### config.mk
export PLATFORM = sky130hd
export DESIGN_NAME = atpr_sqrt_cell
export DESIGN_NICKNAME = d
export VERILOG_FILES = /design/src/design/atpr_pkg.sv /design/src/design/atpr_sqrt_cell.sv
export SDC_FILE = /design/constraint.sdc
export NUM_CORES = 1
export LEC_CHECK = 0
export BUFFER_PORTS_ARGS = -buffer_cell sky130_fd_sc_hd__buf_2
export CORE_MARGIN = 3
export CORE_UTILIZATION = 45
export DETAILED_ROUTE_END_ITERATION = 10
export PLACE_DENSITY = 0.82
export SYNTH_ARGS = -nofsm -noshare
export SYNTH_HDL_FRONTEND = slang
export SYNTH_SLANG_ARGS = --single-unit
### constraint.sdc
create_clock -name clock -period 5.9 [get_ports clock]
set_input_delay 0.295 -clock clock [delete_from_list [all_inputs] [get_ports clock]]
set_output_delay 0.295 -clock clock [all_outputs]
set_load 0.03 [all_outputs]
### src/design/atpr_pkg.sv
// Shared constants, payload types and the arctangent table for the tilt block.
// Used by the square root cell, the rotation cell and the top level.
`default_nettype none

package atpr_pkg;

   localparam int AXIS_W = 16;
   localparam int PITCH_W = 15;
   localparam int ROLL_W = 16;

   localparam int CORDIC_STAGES = 16;
   localparam int TABLE_SIZE = 24;
   localparam int CORDIC_CELLS = (CORDIC_STAGES > TABLE_SIZE) ? TABLE_SIZE : CORDIC_STAGES;
   localparam int STAGE_W = 5;

   localparam int SQ_W = 2 * AXIS_W;
   localparam int ROOT_W = 30;
   localparam int REM_W = ROOT_W + 2;
   localparam int SQ_WORK_W = REM_W + 2;
   localparam int SQRT_CELLS = ROOT_W;

   localparam int GUARD_SHIFT = 14;
   localparam int VEC_W = 34;
   localparam int ACC_W = 26;
   localparam int ROUND_SHIFT = 9;
   localparam int RES_W = ACC_W + 1 - ROUND_SHIFT;

   localparam logic signed [ACC_W-1:0] ANGLE_180 = ACC_W'(11796480);
   localparam logic signed [ACC_W:0] ROUND_BIAS = (ACC_W + 1)'(256);
   localparam logic signed [RES_W-1:0] PITCH_LIMIT = RES_W'(11520);
   localparam logic signed [RES_W-1:0] ROLL_LIMIT = RES_W'(23040);

   typedef struct packed {
      logic [SQ_W-1:0] radicand;
      logic [REM_W-1:0] rem;
      logic [ROOT_W-1:0] root;
      logic signed [AXIS_W-1:0] accel_x;
      logic signed [AXIS_W-1:0] accel_y;
      logic signed [AXIS_W-1:0] accel_z;
   } sqrt_type;

   typedef struct packed {
      logic signed [VEC_W-1:0] vx;
      logic signed [VEC_W-1:0] vy;
      logic signed [ACC_W-1:0] acc;
      logic zero;
   } rot_type;

   typedef struct packed {
      rot_type pitch;
      rot_type roll;
   } cordic_type;

   // Entry i is atan(2^-i) in degrees scaled by 65536, rounded to nearest.
   function automatic logic signed [ACC_W-1:0] atan_entry(input logic [STAGE_W-1:0] idx);
      logic signed [ACC_W-1:0] angle;
      unique case (idx)
         5'd0: angle = ACC_W'(2949120);
         5'd1: angle = ACC_W'(1740967);
         5'd2: angle = ACC_W'(919879);
         5'd3: angle = ACC_W'(466945);
         5'd4: angle = ACC_W'(234379);
         5'd5: angle = ACC_W'(117304);
         5'd6: angle = ACC_W'(58666);
         5'd7: angle = ACC_W'(29335);
         5'd8: angle = ACC_W'(14668);
         5'd9: angle = ACC_W'(7334);
         5'd10: angle = ACC_W'(3667);
         5'd11: angle = ACC_W'(1833);
         5'd12: angle = ACC_W'(917);
         5'd13: angle = ACC_W'(458);
         5'd14: angle = ACC_W'(229);
         5'd15: angle = ACC_W'(115);
         5'd16: angle = ACC_W'(57);
         5'd17: angle = ACC_W'(29);
         5'd18: angle = ACC_W'(14);
         5'd19: angle = ACC_W'(7);
         5'd20: angle = ACC_W'(4);
         5'd21: angle = ACC_W'(2);
         5'd22: angle = ACC_W'(1);
         default: angle = '0;
      endcase
      return angle;
   endfunction

endpackage

`default_nettype wire

### src/design/atpr_sqrt_cell.sv
// One result bit of the restoring integer square root, registered.
// Depends on atpr_pkg for the payload type and widths.
`default_nettype none

module atpr_sqrt_cell (
   input  wire logic                clock,
   input  wire logic                reset,
   input  wire logic                advance,
   input  wire logic                in_valid,
   input  wire atpr_pkg::sqrt_type  in_data,
   output      logic                out_valid,
   output      atpr_pkg::sqrt_type  out_data
);

   logic valid_ff;
   atpr_pkg::sqrt_type data_ff;
   atpr_pkg::sqrt_type data_in;
   logic [atpr_pkg::SQ_WORK_W-1:0] rem_shifted;
   logic [atpr_pkg::SQ_WORK_W-1:0] trial;

   always_comb begin
      data_in = in_data;
      rem_shifted = {in_data.rem, in_data.radicand[atpr_pkg::SQ_W-1 -: 2]};
      trial = atpr_pkg::SQ_WORK_W'({in_data.root, 2'b01});
      data_in.radicand = {in_data.radicand[atpr_pkg::SQ_W-3:0], 2'b00};
      if (rem_shifted >= trial) begin
         data_in.rem = atpr_pkg::REM_W'(rem_shifted - trial);
         data_in.root = {in_data.root[atpr_pkg::ROOT_W-2:0], 1'b1};
      end else begin
         data_in.rem = rem_shifted[atpr_pkg::REM_W-1:0];
         data_in.root = {in_data.root[atpr_pkg::ROOT_W-2:0], 1'b0};
      end
   end

   always_ff @(posedge clock) begin
      if (reset) begin
         valid_ff <= 1'b0;
      end else if (advance) begin
         valid_ff <= in_valid;
      end
   end

   always_ff @(posedge clock) begin
      if (advance) begin
         data_ff <= data_in;
      end
   end

   assign out_valid = valid_ff;
   assign out_data = data_ff;

endmodule

`default_nettype wire

Word-level counts from Yosys, hierarchy flattened
Index checks and enable logic that the tools add are counted.
{ "classes": {"add_sub_neg": 1, "mul": 0, "n_div": 0, "magnitude_cmp": 1, "eq_ne": 0, "shift": 0, "n_mux": 1, "bitwise": 0, "n_reduce_logical": 0} }
{ "ops": {"columns": ["operator", "count"], "rows": [
  ["2-to-1 mux 62 bit", 1],
  ["greater-or-equal comparator 34 x 32 -> 1 bit", 1],
  ["subtractor 32 bit", 1]
]} }
{ "word_totals": {"reg_bits": 141, "latchBits": 0, "mem_bits_rw": 0, "romBits": 0, "inputBits": 146, "out_inout_bits": 143, "elab_cells": 10, "n_memories": 0} }

Logic depth before layout (Yosys ltp)
{ "logic_depth": {"ltp_word": 2, "ltp_mapped": 12, "depth_no_buf": 10} }

Worst setup path after synthesis
Ideal clock, no wire load.
{ "synth_timing": {"kind": "input to register", "from": "input in_data[59] (netlist name)", "to": "register data_ff (netlist bit out_data[101]) (data pin)", "setup_ns": 0.260, "t_arrival_ns": 2.550, "t_required_ns": 5.640, "path_slack_ns": 3.090, "path_stages": 12, "n_path_buf": 2, "path_cell_list": "inv_1 -> ha_1 -> clkbuf_1 -> a211o_1 -> a211oi_1 -> nor3b_1 -> o21ai_1 -> o211ai_1 -> a21o_1 -> a21oi_2 -> buf_4 -> mux2_2"} }
{ "synth_lines": {"columns": ["element", "line", "rtl"], "rows": [
  ["start, declared", "atpr_sqrt_cell.sv:10", "input wire atpr_pkg::sqrt_type in_data,"],
  ["end signal, assigned", "atpr_sqrt_cell.sv:45", "data_ff <= data_in;"],
  ["end, declared", "atpr_sqrt_cell.sv:16", "atpr_pkg::sqrt_type data_ff;"]
]} }

==> impl_metrics.csv <==
group,metric,value,unit
sta,setup_tns,0,ns
place,gp_congestion,0.826,
clocking,cts_inserted_buffers,17,
sta,maxSlewViolCount,0,
synth,synthFlopType,"edfxtp_1",
place,place.detailed.hpwl,14.0,mm
grt,overflow,0,
synth,syn-cell-area,0.00655,mm^2
synth,yosys.area_share.simple,7.12,%
clocking,clkTransAtPathRegs,0.06,ns
grt,grt_use_total,21.9,%
synth,synth_area_leader_cell,"edfxtp_1",
synth,syn-mean-instance-area,13.8,um^2
worst_setup_path,end_kind,"register",
detailed_routing,viasPerCell,5.17,
sta,period_share,55.5,%
floorplanning,ios,289,
worst_setup_path,start_kind,"primary input",
cells_and_area,drive_gt1_share,44.7,%
sta,period_needed,3.28,ns
clocking,postCtsHoldBufs,0,
synth,synth_async_sr_flop_share,0,%
synth,synth_cell_types,52,
sta,maxSlewHeadroom,42.9,%
worst_setup_path,worstPathMaxFanout,17,
min_path,min_path_type,"in -> reg",
grt,grt_max_degree,74,
grt,grt_pass1_wl,26.9,mm
cells_and_area,syn_to_final_growth,33.2,%
clocking,cts_root_buf,"clkbuf_16",
synth,yosys_register_bits,141,
clocking,clock-sinks,141,
synth,synth-seq-area-share,64.5,%
pwr,powerDensity,335,mW/mm^2
clocking,cts_resized,0,
synth,ys_top_cells_by_area,"edfxtp_1, ha_1, mux2_2, xnor2_1, inv_1",
sta,fin_skew,0,ns
floorplanning,initial_core_util,46.7,%
floorplanning,std_cell_rows,43,
synth,synth-edff-count,140,
floorplanning,coreArea,0.0140,mm^2
clocking,htreeDepth,4,
sta,final-setup-viol-count,0,
detailed_routing,dr.pass1.iters,4,
synth,synth_compound_gate_area_share,9.89,%
outcome,outcome,"complete, no violations",
floorplanning,die_width,127,um
sta,rsz0062_at_grt,"false",
detailed_routing,drc,0,
worst_setup_path,arrival,3.43,ns
sta,hold_viol_final,0,
sta,tightest_slew,0.857,ns
detailed_routing,ant_nets,0,
cells_and_area,nFillCells,1112,
synth,synth_mux_area_share,5.27,%
place,dp.cells,931,
job,maxCapViolations,0,
cells_and_area,diodes,0,
pwr,p_leak,3.86,nW
detailed_routing,drt-initial-drc-count,343,
clocking,clk_latency,0.40,ns
floorplanning,die_h,127,um
worst_setup_path,cp.required,6.05,ns
synth,syn-instance-count,476,
detailed_routing,wire_per_inst,18.7,um
synth,synth_xor_area_share,3.48,%
detailed_routing,vias,4975,
synth,yosysTopAreaCellShare,64.2,%
detailed_routing,routed_wl,18.0,mm
clocking,cts_max_path_buffers,2,
synth,synthAdderAreaFrac,6.11,%
synth,synth_top_family_by_area,"compound AO/OA/AOI/OAI gates",
grt,antenna_found_initial,1,
clocking,cts_setup_buffers,0,
worst_setup_path,path_class,"in -> reg",
grt,grt_pass1_vias,4886,
clocking,cts_tree,"built",
synth,yosysWarnings,0,
pwr,ir_drop,0.220,mV
floorplanning,dieArea,0.0160,mm^2
cells_and_area,finalNonFillerCells,963,
sta,fmax,305,MHz
cells_and_area,nets,948,
place,port_buffers,286,
==> Yosys cell counts (2+ instances only) <==
master     number
inv_1          40
or3_1           4
mux2i_1         3
buf_6           2
buf_4           5
nor2b_1         4
nand3_1         8
ha_1           32
o21bai_1        4
nand3b_1        2
nor4_1          3
and2_1          3
a21oi_1        27
mux2_2         28
o21a_1          4
nor3_1          8
a31oi_1         3
o21ai_0        18
nand2b_1        2
o21ai_1         4
and2_0          2
o221a_2         2
nand2_1        18
a211o_1         2
xor2_1          8
a21o_1         11
edfxtp_1      140
o2111ai_1       2
nand4_1         7
clkbuf_1        7
nor2_1         25
a221o_1         2
a2111oi_0       2
o211ai_1        3
a211oi_1        3
xnor2_1        18
and3_1          5
==> area by class of cell <==
cell class | count | area (um^2) | area share [%]
clock buffer | 19 | 433 | 4.96
multi-input combinational | 282 | 2100 | 24.1
timing repair buffer | 288 | 1450 | 16.6
sequential | 141 | 4220 | 48.4
clock inverter | 13 | 139 | 1.59
tap | 180 | 225 | 2.58
inverter | 40 | 150 | 1.72
==> worst max-delay path, cell delays in order <==
cell and delay [ns]:
buf_2 0.10, inv_1 0.04, ha_1 0.35, nor2b_1 0.18
o2111ai_1 0.24, nand4_1 0.14, a31oi_1 0.36, o211ai_1 0.18
a21o_1 0.26, a21oi_4 0.50, buf_4 0.39, mux2_2 0.38
==> through the flow <==
| stage | util, % | cell area [um^2] | setup WS [ns] | hold WS [ns] | total power, mW |
|---|---|---|---|---|---|
| finish | 62.1 | 8730 | 2.62 | 0.0369 | 2.93 |
| global route | 62.1 | 8730 | 2.35 | 0.0140 | 3.04 |
| CTS | 62.1 | 8730 | 2.59 | 0.0227 | 2.95 |
| detailed placement | 58.1 | 8160 | 2.20 | 0.456 | 1.91 |
| global placement | 58.1 | 8160 | 2.31 | 0.456 | 1.90 |
| floorplan | - | 6560 | 3.09 | 0.367 | 1.69 |
==> power breakdown <==
part	total, mW	switching, mW	internal (mW)
clock	1.04	0.412	0.625
combinational	0.644	0.421	0.222
sequential	1.25	0.0243	1.22
total	2.93	0.858	2.07
==> worst paths after layout <==
check / cells past startpoint / slack, ns / from / end
setup / recovery: 12 / 2.62 / in_data[48] / out_data[89]$_DFFE_PP_
hold / removal: 2 / 0.04 / reset / out_valid$_SDFFE_PP0P_
setup reg to reg: 2 / 5.32 / out_valid$_SDFFE_PP0P_ / out_valid$_SDFFE_PP0P_
hold reg to reg: 2 / 0.50 / out_valid$_SDFFE_PP0P_ / out_valid$_SDFFE_PP0P_
==> state kept, by name (all words and copies together), names as in the netlist <==
signal	flops
out_valid	1
out_data	140
==> per-layer routing <==
metal	global-route usage, %	wire, um	vias to the layer above	part of all wire, %
met1	25.0	6630	2353	37
met2	37.8	9210	211	51
met4	8.90	612	2	3.4
met5	0	17	-	0.094
met3	7.41	1520	35	8.4
li1	-	-	2374	-
==> cell families after synthesis <==
group | after synthesis
compound gates | 97
xor+xnor | 26
fa+ha+maj | 32
buf+inv | 54
flops | 141
mux | 31
other cells | 1
simple gates | 94
==> cells in the final DEF, fill, tap and decap left out, types with 3 or more instances in the layout <==
master      instances
nor3_1              8
xnor2_1            18
a211oi_1            3
nand3_1             8
a31oi_1             3
mux2i_1             3
o211ai_1            3
o21a_1              4
nand2_1            18
clkbuf_16          17
inv_6               4
nor2_1             25
mux2_2             28
nand4_1             7
o21ai_0            18
clkinvlp_4          3
nor2b_1             4
or3_1               4
inv_1              40
nor4_1              3
and3_1              5
o21bai_1            4
and2_1              3
a21oi_1            27
ha_1               32
edfxtp_1          140
o21ai_1             4
xor2_1              8
buf_2             285
a21o_1             11
(Power assumes the default switching activity.)
